[src/rtl/core/pse_pkg.sv]
// ---------------------------------------------------------------------------
// Path span evaluator package
// Shared types, codes and helper functions for the path span evaluator.
// ---------------------------------------------------------------------------
package pse_pkg;

  // Width of the command position counter within one path.
  localparam int unsigned IndexBits = 16;

  // Curve parameter value that stands for 1.0.
  localparam logic [16:0] TOne = 17'd65536;

  // Command codes.
  localparam logic [2:0] FUNC_MOVE  = 3'd0;
  localparam logic [2:0] FUNC_LINE  = 3'd1;
  localparam logic [2:0] FUNC_QUAD  = 3'd2;
  localparam logic [2:0] FUNC_CUBIC = 3'd3;
  localparam logic [2:0] FUNC_CLOSE = 3'd4;

  // Status codes.
  localparam logic [1:0] ST_SPAN    = 2'd0;
  localparam logic [1:0] ST_MOVE    = 2'd1;
  localparam logic [1:0] ST_UNKNOWN = 2'd2;
  localparam logic [1:0] ST_NO_MOVE = 2'd3;

  // Last sequencer step for each phase and span kind.
  localparam logic [2:0] WtLastQuad   = 3'd2;
  localparam logic [2:0] WtLastCubic  = 3'd6;
  localparam logic [2:0] MacLastLine  = 3'd0;
  localparam logic [2:0] MacLastQuad  = 3'd4;
  localparam logic [2:0] MacLastCubic = 3'd6;

  // Arithmetic needed by an item.
  typedef enum logic [1:0] {
    KIND_NONE,
    KIND_LINE,
    KIND_QUAD,
    KIND_CUBIC
  } kind_e;

  // Controller states.
  typedef enum logic [2:0] {
    S_IDLE,
    S_SETUP,
    S_WEIGHT,
    S_MAC,
    S_FINISH,
    S_LOAD
  } state_e;

  typedef struct packed {
    logic [2:0]         func;
    logic signed [31:0] ctrl1_x;
    logic signed [31:0] ctrl1_y;
    logic signed [31:0] ctrl2_x;
    logic signed [31:0] ctrl2_y;
    logic signed [31:0] ctrl3_x;
    logic signed [31:0] ctrl3_y;
    logic [16:0]        param_t;
    logic               last_cmd;
  } in_item_t;

  typedef struct packed {
    logic [1:0]         status;
    logic [15:0]        cmd_index;
    logic signed [31:0] span_start_x;
    logic signed [31:0] span_start_y;
    logic signed [31:0] span_end_x;
    logic signed [31:0] span_end_y;
    logic signed [31:0] point_x;
    logic signed [31:0] point_y;
    logic signed [31:0] tangent_x;
    logic signed [31:0] tangent_y;
  } out_item_t;

  // Commands from the controller to the datapath.
  typedef struct packed {
    logic       accept;
    logic       wt_en;
    logic       mac_clear;
    logic       mac_en;
    logic       fin_en;
    logic       out_load;
    logic [2:0] step;
  } ctrl_cmd_t;

  // Status from the datapath to the controller.
  typedef struct packed {
    kind_e kind;
  } dp_status_t;

  // Bernstein weights, all unsigned.
  typedef struct packed {
    logic [30:0] cw0;
    logic [30:0] cw1;
    logic [30:0] cw2;
    logic [30:0] cw3;
    logic [32:0] uu;
    logic [30:0] ut;
    logic [32:0] tt;
    logic [16:0] t;
    logic [16:0] u;
  } wts_t;

  // Saturate a wide signed value to the signed 32-bit range.
  function automatic logic signed [31:0] sat32(input logic signed [67:0] v);
    logic signed [31:0] r;
    if (v > 68'sd2147483647) begin
      r = 32'sh7fffffff;
    end else if (v < -68'sd2147483648) begin
      r = 32'sh80000000;
    end else begin
      r = v[31:0];
    end
    return r;
  endfunction

endpackage

[src/rtl/core/pse_ctrl.sv]
// ---------------------------------------------------------------------------
// Path span evaluator controller
// Sequences weight generation, multiply-accumulate, finishing and the
// output handshake for one item at a time.
// ---------------------------------------------------------------------------
module pse_ctrl (
  input  logic                 clk_i,
  input  logic                 rst_ni,
  input  logic                 in_valid_i,
  output logic                 in_ready_o,
  output logic                 out_valid_o,
  input  logic                 out_ready_i,
  input  pse_pkg::dp_status_t  status_i,
  output pse_pkg::ctrl_cmd_t   cmd_o
);

  pse_pkg::state_e state_q, state_d;
  logic [2:0]      cnt_q, cnt_d;
  logic            out_valid_q, out_valid_d;
  logic [2:0]      wt_last, mac_last;
  logic            out_free;

  // Last step of each phase for the current span kind.
  always_comb begin
    case (status_i.kind)
      pse_pkg::KIND_CUBIC: begin
        wt_last  = pse_pkg::WtLastCubic;
        mac_last = pse_pkg::MacLastCubic;
      end
      pse_pkg::KIND_QUAD: begin
        wt_last  = pse_pkg::WtLastQuad;
        mac_last = pse_pkg::MacLastQuad;
      end
      default: begin
        wt_last  = pse_pkg::WtLastQuad;
        mac_last = pse_pkg::MacLastLine;
      end
    endcase
  end

  assign out_free = !out_valid_q || out_ready_i;

  // Next state.
  always_comb begin
    state_d = state_q;
    cnt_d   = cnt_q;
    case (state_q)
      pse_pkg::S_IDLE: begin
        if (in_valid_i) begin
          state_d = pse_pkg::S_SETUP;
        end
      end
      pse_pkg::S_SETUP: begin
        cnt_d = '0;
        case (status_i.kind)
          pse_pkg::KIND_NONE:  state_d = pse_pkg::S_FINISH;
          pse_pkg::KIND_LINE:  state_d = pse_pkg::S_MAC;
          default:             state_d = pse_pkg::S_WEIGHT;
        endcase
      end
      pse_pkg::S_WEIGHT: begin
        if (cnt_q == wt_last) begin
          cnt_d   = '0;
          state_d = pse_pkg::S_MAC;
        end else begin
          cnt_d = cnt_q + 3'd1;
        end
      end
      pse_pkg::S_MAC: begin
        if (cnt_q == mac_last) begin
          cnt_d   = '0;
          state_d = pse_pkg::S_FINISH;
        end else begin
          cnt_d = cnt_q + 3'd1;
        end
      end
      pse_pkg::S_FINISH: begin
        state_d = pse_pkg::S_LOAD;
      end
      pse_pkg::S_LOAD: begin
        if (out_free) begin
          state_d = pse_pkg::S_IDLE;
        end
      end
      default: begin
        state_d = pse_pkg::S_IDLE;
      end
    endcase
  end

  // Command outputs.
  always_comb begin
    cmd_o           = '0;
    cmd_o.step      = cnt_q;
    in_ready_o      = 1'b0;
    case (state_q)
      pse_pkg::S_IDLE: begin
        in_ready_o   = 1'b1;
        cmd_o.accept = in_valid_i;
      end
      pse_pkg::S_SETUP:  cmd_o.mac_clear = 1'b1;
      pse_pkg::S_WEIGHT: cmd_o.wt_en     = 1'b1;
      pse_pkg::S_MAC:    cmd_o.mac_en    = 1'b1;
      pse_pkg::S_FINISH: cmd_o.fin_en    = 1'b1;
      pse_pkg::S_LOAD:   cmd_o.out_load  = out_free;
      default: begin
        in_ready_o = 1'b0;
      end
    endcase
  end

  // Output valid flag.
  always_comb begin
    out_valid_d = out_valid_q;
    if (cmd_o.out_load) begin
      out_valid_d = 1'b1;
    end else if (out_ready_i) begin
      out_valid_d = 1'b0;
    end
  end

  always_ff @(posedge clk_i or negedge rst_ni) begin
    if (!rst_ni) begin
      state_q     <= pse_pkg::S_IDLE;
      cnt_q       <= '0;
      out_valid_q <= 1'b0;
    end else begin
      state_q     <= state_d;
      cnt_q       <= cnt_d;
      out_valid_q <= out_valid_d;
    end
  end

  assign out_valid_o = out_valid_q;

`ifndef SYNTH
  // A finished result never overwrites one that is still waiting.
  a_no_overwrite: assert property (@(posedge clk_i) disable iff (!rst_ni)
    cmd_o.out_load |-> (!out_valid_q || out_ready_i))
    else $error("output register overwritten while full");

  // An accepted item always moves on to setup.
  a_accept_setup: assert property (@(posedge clk_i) disable iff (!rst_ni)
    cmd_o.accept |=> state_q == pse_pkg::S_SETUP)
    else $error("accepted item did not enter setup");

  // Multiply-accumulate steps run only for items with a span to evaluate.
  a_mac_kind: assert property (@(posedge clk_i) disable iff (!rst_ni)
    cmd_o.mac_en |-> status_i.kind != pse_pkg::KIND_NONE)
    else $error("accumulate step for an item without a span");

  // Weights are generated only for curved spans.
  a_wt_kind: assert property (@(posedge clk_i) disable iff (!rst_ni)
    cmd_o.wt_en |-> (status_i.kind == pse_pkg::KIND_QUAD ||
                     status_i.kind == pse_pkg::KIND_CUBIC))
    else $error("weight step for a straight span");
`endif

endmodule
[config.mk]
export PLATFORM = sky130hd
export DESIGN_NAME = pse_ctrl
export DESIGN_NICKNAME = d
export VERILOG_FILES = /design/src/rtl/core/pse_pkg.sv /design/src/rtl/core/pse_ctrl.sv
export SDC_FILE = /design/constraint.sdc
export NUM_CORES = 1
export LEC_CHECK = 0
export ABC_AREA = 1
export ABC_CLOCK_PERIOD_IN_PS = 1350
export BUFFER_PORTS_ARGS = -buffer_cell sky130_fd_sc_hd__buf_2
export CORE_AREA = 2 2 39 41
export CTS_CLUSTER_DIAMETER = 150
export DETAILED_ROUTE_END_ITERATION = 8
export DIE_AREA = 0 0 41 43
export GPL_TIMING_DRIVEN = 0
export PLACE_DENSITY = 0.7
export REMOVE_ABC_BUFFERS = 1
export SYNTH_ARGS = -nofsm -noshare
export SYNTH_HDL_FRONTEND = slang
export SYNTH_SLANG_ARGS = --single-unit
[constraint.sdc]
create_clock -name clk_i -period 1.35 [get_ports clk_i]
set_input_delay 0.2025 -clock clk_i [delete_from_list [all_inputs] [get_ports clk_i]]
set_output_delay 0.2025 -clock clk_i [all_outputs]
set_load 0.1 [all_outputs]
# --- Word level (Yosys, flattened, before mapping) ---
# Index checks and enable logic that the tools add are counted.
word_totals:
  ff_bits: 7
  output_inout_bits: 11
  word_cells: 45
classes:
  addsub: 1
  eq_ne: 14
  n_mux: 20
  reduce_logical: 7
ops:
  columns: ["op", "n"]
  rows:
  - ["3-bit 2-to-1 mux", 7]
  - ["3-bit case mux with 6 select lines", 1]
  - ["3-bit case mux with 2 select lines", 2]
  - ["1-bit 2-to-1 mux", 9]
  - ["3-bit case mux with 3 select lines", 1]
  - ["2-bit != test (second input constant)", 4]
  - ["3-bit by 2-bit equality test with 1-bit output (second input constant)", 2]
  - ["3-bit equality test", 2]
  - ["3-bit equality test (second input constant)", 2]
  - ["2-bit equality test (second input constant)", 2]
  - ["4-bit AND reduction", 1]
  - ["3-bit by 1-bit adder with 3-bit output (second input constant)", 1]
  - ["3-bit by 1-bit equality test with 1-bit output (second input constant)", 1]
  - ["3-bit logical NOT", 1]
  - ["3-bit nonzero test", 1]
  - ["2-bit by 1-bit equality test with 1-bit output (second input constant)", 1]
  - ["2-bit logical NOT", 1]
  - ["2-bit nonzero test", 1]
  - ["1-bit logical NOT", 1]
  - ["1-bit logical OR", 1]

# --- Depth between registers and ports, before layout ---
# Gate-level depths: netlist of the first run.
depth:
  ltp_word: 5
  depth_mapped: 9
  ltp_nobuf: 9

# --- Worst setup path after synthesis of the first run ---
# No wires, ideal clock.
synth_timing:
  path_type: "register to register"
  startpoint: "reg state_q[2]"
  endpoint: "reg cnt_q[0]"
  arrival_ps: 2325
  slack_ps: -1053
  path_stages_with_launch: 8
  n_path_buf: 0
  path_cell_list: "dfrtp_1 -> inv_2 -> nand2_2 -> nor2_1 -> o21ai_2 -> nand2_2 -> nand2_1 -> o21ai_1"
synth_between:
  elab_chain_cells: 2
  elab_cells_between_ends: 5
synth_lines:
  columns: ["item", "line_no", "source"]
  rows:
  - ["start: declaration", "pse_ctrl.sv:17", "pse_pkg::state_e state_q, state_d;"]
  - ["start signal: assignment", "pse_ctrl.sv:124", "state_q <= pse_pkg::S_IDLE;"]
  - ["start signal: assignment", "pse_ctrl.sv:128", "state_q <= state_d;"]
  - ["3-bit by 2-bit equality test with 1-bit output or 3-bit by 1-bit equality test with 1-bit output (tied branches)", "pse_ctrl.sv:47", "case (state_q)"]
  - ["3-bit case mux with 3 select lines or 3-bit nonzero test (tied branches)", null, null]
  - ["end signal: assignment", "pse_ctrl.sv:129", "cnt_q <= cnt_d;"]
  - ["end: declaration", "pse_ctrl.sv:18", "logic [2:0] cnt_q, cnt_d;"]
# Several ways; a longest one is shown, not always the timed one.
# A chain may end at the register's enable or synchronous reset.

==> flow_summary.toml, run 1 <==
[die]
core_area_um2 = 1384
die_x_um = 41
rows = 14
start_util = 0.3698
die_area_um2 = 1763
io_pins = 17
die_y_um = 43

[cells_and_area]
layout_common_cells = "18 x nand2_1, 10 x buf_4, 8 x nor2_1, 8 x buf_12"
post-route-cell-area_um2 = 992.2
syn_to_final_growth_pct = 93.89
drive_above_1_share = 0.5405
nets = 120
utilization = 0.7170
antennaDiodeCount = 0
layout_commonest_cell = "nand2_1"

[worst_setup_path]
arrival_ns = 1.25
critPathMaxFanout = 4
path_cells = "nor2_4 -> nand2_4 -> nor2_4 -> buf_12"
timing.rr.end = "state_q[2]"
worstPathBufferInverterCount = 1
cp_slowest_cell = "dfrtp_2"
cp_common_cell = "nor2_4"
critPathKind = "reg2out"
rrSetupSlack_ns = -0.02
crit_path_end_kind = "primary output"
crit_path_start = "state_q[1]"
slowest_delay_ns = 0.45
cp-start-kind = "flip-flop"
reg2reg_depth = 8
required_ns = 1.15
r2r_start = "state_q[2]"
crit_family = "flip-flops"

[synthesis]
ys_types = 17
synth_area_um2 = 511.7
ys_ff_latch = 7
yosysTopAreaCell = "dfrtp_1"
synth_top_area_frac = 0.3423
synth-seq-area-share = 0.3423
synth_area_leaders = "dfrtp_1 34%, nand2_1 16%, nor2_1 10%, inv_1 8.1%, ha_1 4.9%"
syn_area_per_cell_um2 = 6.478
synthCells = 79
ys_warn_count = 0

[timing]
fin_ws_ns = -0.1060
finalSetupViolations = 8
rsz0062_at_grt = "yes"
finalHoldViolations = 0
fin_worst_hold_slack_ns = 0.3053
worst_slew_pin_slew_ns = 0.4827
final.setup_skew_ns = 0.002417
post-route-min-period_ns = 1.456
fmax_mhz = 686.8
slew_viol_final = 0
min_period_over_period = 1.079
slew_headroom = 0.6804

[cts]
clock-root-buffer = "clkbuf_4"
cts_tree = "done"
cts.path.max_buffers = 2
cts_sinks = 7
clk_latency_ns = 0.24
htreeDepth = 1
cts_buffers = 3
path_clk_slew_ns = 0.05

[detailed_routing]
drt-vias-per-instance = 5.118
drt-initial-drc-count = 27
ant_nets = 0
wirelength_um = 1855
via_count = 650
first_pass_iters = 4
route.detailed.drc = 0
wl_per_cell_um = 14.61

[grt]
grt.overflow.total = 0
grt_usage = 0.1874
grt_max_degree = 8
grt_first_pass_wirelength_um = 2228
antenna_found_initial = 0
grt_pass1_vias = 586

[placement]
gp_congestion = 0.6829
place_area_um2 = 604.3
place_hpwl_um = 809.9
portBuffers = 16

[run]
maxCapViolCount = 0

[outcome]
status = "finished, violations left"
violations = "setup timing"

[min_path]
hold_path.class = "in2async"
==> per-stage QoR <==
stage | setup slack (ns) | setup TNS (ns) | std cells
6_report | -0.1060 | -0.5399 | 127
5_1_grt | -0.1539 | -0.9544 | 127
4_1_cts | -0.1087 | -0.3770 | 122
3_5_place_dp | -0.07036 | -0.1834 | 110
3_3_place_gp | -0.08476 | -0.2184 | 110
2_1_floorplan | -1.231 | -10.42 | 78
==> per-layer routing <==
metal  vias up  global-route usage  routed length (um)
met5         -                   0                   0
met2        32              0.2969                 974
met4         0              0.1467                  95
li1        310                   -                   -
met1       297              0.2121                 702
met3        11             0.02094                  82
==> logic make-up after synthesis <==
kind of cell,share of synthesized area
AO/OA/AOI/OAI,0.08069
XOR/XNOR,0.01712
adder cells (fa/ha/maj),0.04889
buffers and inverters,0.1100
flip-flops,0.3423
AND/OR/NAND/NOR,0.4010
==> sequential cells by signal, summed over array words and instances (netlist names) <==
| signal | flops |
|---|---|
| cnt_q | 3 |
| out_valid_o | 1 |
| state_q | 3 |
==> cell usage after synthesis, drive strengths merged <==
master,instances
nand3,4
a21oi,2
o21ai,4
dfrtp,7
inv,13
a21o,1
buf,1
xor2,1
nand2,25
ha,2
nor2,17
nand4,2
==> final cells by class <==
cell class / count / area [um^2]
Multi-Input combinational cell: 58 / 409.1
Clock buffer: 4 / 26.28
Inverter: 13 / 48.80
Timing Repair Buffer: 29 / 310.3
Tap cell: 16 / 20.02
Fill cell: 104 / 391.6
Sequential cell: 7 / 177.7
==> what timing repair did <==
action | CTS | global route
pin swaps | 3 | 13
gates resized for setup | 46 | 21
endpoints found under the setup margin | 8 | 13
hold endpoints to repair | 7 | 0
buffers inserted | 7 | 5
hold buffers | 1 | 0
==> how the worst max path moves through the flow <==
stage / endpoint / slack, ns / cells past startpoint
6_report: cmd_o[8] / -0.11 / 4
5_1_grt: cmd_o[8] / -0.15 / 4
4_1_cts: cmd_o[8] / -0.11 / 4
3_5_place_dp: cmd_o[8] / -0.07 / 4
3_3_place_gp: cmd_o[8] / -0.08 / 4
2_1_floorplan: cmd_o[3] / -1.23 / 1
Power of run 1 is left out: the tool's default activity adds up to more than one toggle a clock period on the data nets, which glitch-free logic cannot reach.
==> run 2, diff against run 1 <==
- PLACE_DENSITY: 0.7 -> default
- PLACE_DENSITY_LB_ADDON: default -> 0.12
==> flow_summary.toml, run 2 (synthesized netlist as in run 1, its figures left out) <==
[outcome]
status = "finished, violations left"
violations = "setup timing"

[detailed_routing]
route.detailed.drc = 0
via_count = 572
wirelength_um = 1340
first_pass_iters = 2
ant_nets = 0
wl_per_cell_um = 10.55
drt-vias-per-instance = 4.504
drt-initial-drc-count = 2

[min_path]
min_from = "out_ready_i"
hold_depth = 4
hold_path.class = "in2reg"
hold_end = "out_valid_o"

[worst_setup_path]
reg2reg_depth = 7
rrSetupSlack_ns = 0.06
critPathKind = "reg2out"
r2r_start = "state_q[0]"
required_ns = 1.15
crit_path_start = "state_q[0]"
crit_path_end_kind = "primary output"
critPathMaxFanout = 6
arrival_ns = 1.24
timing.rr.end = "state_q[1]"
cp-start-kind = "flip-flop"

[grt]
grt.overflow.total = 0
grt_max_degree = 8
antenna_found_initial = 0
busiest_layer = "met2"
use_met3 = 0.03141
use_met1 = 0.2359
gr-usage-met2 = 0.2438
grt_usage = 0.1724
grt_first_pass_wirelength_um = 2049
grt_pass1_vias = 526

[cells_and_area]
layout_common_cells = "19 x nand2_1, 13 x buf_4, 8 x inv_1, 8 x nor2_1"
drive_above_1_share = 0.5135
antennaDiodeCount = 0
nets = 120
syn_to_final_growth_pct = 85.57
layout_commonest_cell = "nand2_1"

[timing]
min_period_over_period = 1.069
rsz0062_at_grt = "yes"
post-route-min-period_ns = 1.444
final.setup_skew_ns = 0.004257
slew_headroom = 0.6800
fmax_mhz = 692.6
worst_slew_pin_slew_ns = 0.4833
fin_ws_ns = -0.09380
finalSetupViolations = 7
finalHoldViolations = 0
slew_viol_final = 0

[cts]
path_clk_slew_ns = 0.05
cts.path.max_buffers = 2
cts_tree = "done"
cts_sinks = 7
cts_buffers = 3
clock-root-buffer = "clkbuf_4"
htreeDepth = 1
clk_latency_ns = 0.24

[die]
core_area_um2 = 1384
die_y_um = 43
io_pins = 17
start_util = 0.3698
die_x_um = 41
rows = 14
die_area_um2 = 1763

[placement]
gp_congestion = 0.7507
portBuffers = 16
place_hpwl_um = 854.3
pre_cts_ws_ns = -0.09766

[run]
maxCapViolCount = 0
run 2: cell types whose count changed in the layout (fill, tap and decap cells not counted), moves of 2 or more:
cell and change:
buf_4 +3, buf_6 -2, nor2_2 +2, nor2_4 -2
run 2: how the worst max path moves through the flow:
stage | end | slack (ns) | depth (start not counted)
after global routing | cmd_o[8] | -0.14 | 4
final | in_ready_o | -0.09 | 4
after detailed placement | cmd_o[3] | -0.1 | 4
after global placement | cmd_o[3] | -0.09 | 4
after floorplan | cmd_o[3] | -1.23 | 1
after CTS | cmd_o[8] | -0.1 | 4
run 2: area by class of cell:
type / count / area (um^2)
fill: 111 / 434.2
multi-input combinational: 58 / 386.6
timing repair buffer: 29 / 290.3
sequential: 7 / 177.7
inverter: 13 / 48.80
clock buffer: 4 / 26.28
tap: 16 / 20.02
run 2: metrics by stage:
stage	area [um^2]	util	hold slack, ns	cells	setup TNS, ns
floorplan	504.2	-	-0.09309	78	-10.42
global placement	604.3	0.4367	0.03880	110	-0.2479
detailed placement	604.3	0.4367	0.03687	110	-0.2394
CTS	828.3	0.5986	0.2622	121	-0.5293
global route	949.7	0.6863	0.3200	127	-0.7970
finish	949.7	0.6863	0.2871	127	-0.4614
run 2: timing repair:
item	in CTS	in global routing
setup endpoints to repair	8	14
endpoints found under the hold margin	7	0
resized for setup	41	18
pin swaps	3	10
hold buffers	1	0
buffers inserted	6	7
run 2: metal layers:
layer	share of wire	wire length [um]
met1	0.45	606
met2	0.51	685
met3	0.028	38
met4	0.0075	10
met5	0	0
run 2: worst max-delay path, stage by stage (launching register included):
cell	delay (ns)
dfrtp_2	0.48
nor2_4	0.14
nand2_2	0.09
inv_1	0.11
buf_12	0.18
Power of run 2 is left out for the same reason.
==> run 3, diff against run 2 <==
- HOLD_SLACK_MARGIN: default -> 0.03
- RECOVER_POWER: default -> 25
==> flow_summary.toml, run 3 (synthesized netlist as in run 1, its figures left out) <==
[placement]
gp_congestion = 0.7507
portBuffers = 16
dp.cells = 110
place_hpwl_um = 854.3
pre_cts_ws_ns = -0.09766
place_area_um2 = 604.3

[worst_setup_path]
path_cells = "nor2_4 -> nand2_2 -> inv_1 -> buf_12"
crit_path_end_kind = "primary output"
critPathMaxFanout = 6
critPathKind = "reg2out"
arrival_ns = 1.24
slowest_delay_ns = 0.48
reg2reg_depth = 7
required_ns = 1.15
cp-start-kind = "flip-flop"
cp_slowest_cell = "dfrtp_2"

[die]
io_pins = 17
die_y_um = 43
rows = 14
start_util = 0.3698
core_area_um2 = 1384
die_area_um2 = 1763
die_x_um = 41

[outcome]
violations = "setup timing"
status = "finished, violations left"

[cts]
clock-root-buffer = "clkbuf_4"
cts_buffers = 3
clk_latency_ns = 0.24
htreeDepth = 1
path_clk_slew_ns = 0.05
cts_sinks = 7
cts.path.max_buffers = 2
cts_tree = "done"

[grt]
grt_max_degree = 8
grt_usage = 0.1724
grt_pass1_vias = 526
grt.overflow.total = 0
antenna_found_initial = 0
grt_first_pass_wirelength_um = 2049

[cells_and_area]
antennaDiodeCount = 0
nets = 120
layout_common_cells = "19 x nand2_1, 13 x buf_4, 8 x inv_1, 8 x nor2_1, 7 x buf_12"
post-route-cell-area_um2 = 948.4
layout_commonest_cell = "nand2_1"
final_cells = 127
syn_to_final_growth_pct = 85.33
drive_above_1_share = 0.5045

[detailed_routing]
ant_nets = 0
route.detailed.drc = 0
via_count = 572
drt-initial-drc-count = 2
wl_per_cell_um = 10.57
wirelength_um = 1342
first_pass_iters = 2
drt-vias-per-instance = 4.504

[timing]
min_period_over_period = 1.070
fin_worst_hold_slack_ns = 0.2870
fin_ws_ns = -0.09389
finalHoldViolations = 0
slew_viol_final = 0
fmax_mhz = 692.6
slew_headroom = 0.6800
post-route-min-period_ns = 1.444
worst_slew_pin_slew_ns = 0.4833
finalSetupViolations = 7
final.setup_skew_ns = 0.004269
rsz0062_at_grt = "yes"

[min_path]
hold_path.class = "in2reg"
hold_depth = 4

[run]
maxCapViolCount = 0
[run 3: cell types whose count changed in the layout (fill, tap and decap cells not counted)]
cell and delta:
buf_2 -1, clkbuf_1 +1
[run 3: metrics by stage]
| step | TNS (ns) | util |
|---|---|---|
| floorplan | -10.42 | - |
| global placement | -0.2479 | 0.4367 |
| detailed placement | -0.2394 | 0.4367 |
| CTS | -0.5293 | 0.5986 |
| global route | -0.7970 | 0.6854 |
| finish | -0.4618 | 0.6854 |
[run 3: final timing paths]
check | start | slack, ns | endpoint
setup / recovery | state_q[0] | -0.09 | in_ready_o
hold / removal | out_ready_i | 0.29 | out_valid_o
setup reg to reg | state_q[0] | 0.06 | state_q[1]
hold reg to reg | cnt_q[0] | 0.61 | cnt_q[0]
max in group asynchronous | rst_ni | 0.70 | state_q[1]
min in group asynchronous | rst_ni | 0.37 | state_q[2]
[run 3: cell type report]
type | count | area, um^2
flip-flops and latches | 7 | 177.7
repair buffers | 29 | 289.0
multi-input cells | 58 | 386.6
clock buffers | 4 | 26.28
fillers | 110 | 435.4
well taps | 16 | 20.02
inverters | 13 | 48.80
[run 3: routing by layer]
layer  GRT usage  share of wire
met2      0.2438           0.51
met5           0              0
met1      0.2359           0.45
met4      0.1000         0.0075
met3     0.03141          0.028
[run 3: timing repair]
action,CTS,global route
pin swaps,3,10
endpoints found under the setup margin,8,14
hold endpoints to repair,7,0
gates resized for setup,41,18
buffers inserted,6,7
hold buffers,1,0
[run 3: worst max-delay path: cells and delay by family, from the launching register on]
| family | cells | cell delay [ns] |
|---|---|---|
| buffers and inverters | 2 | 0.29 |
| DFF | 1 | 0.48 |
| and+or+nand+nor | 2 | 0.23 |
Power of run 3 is left out for the same reason.
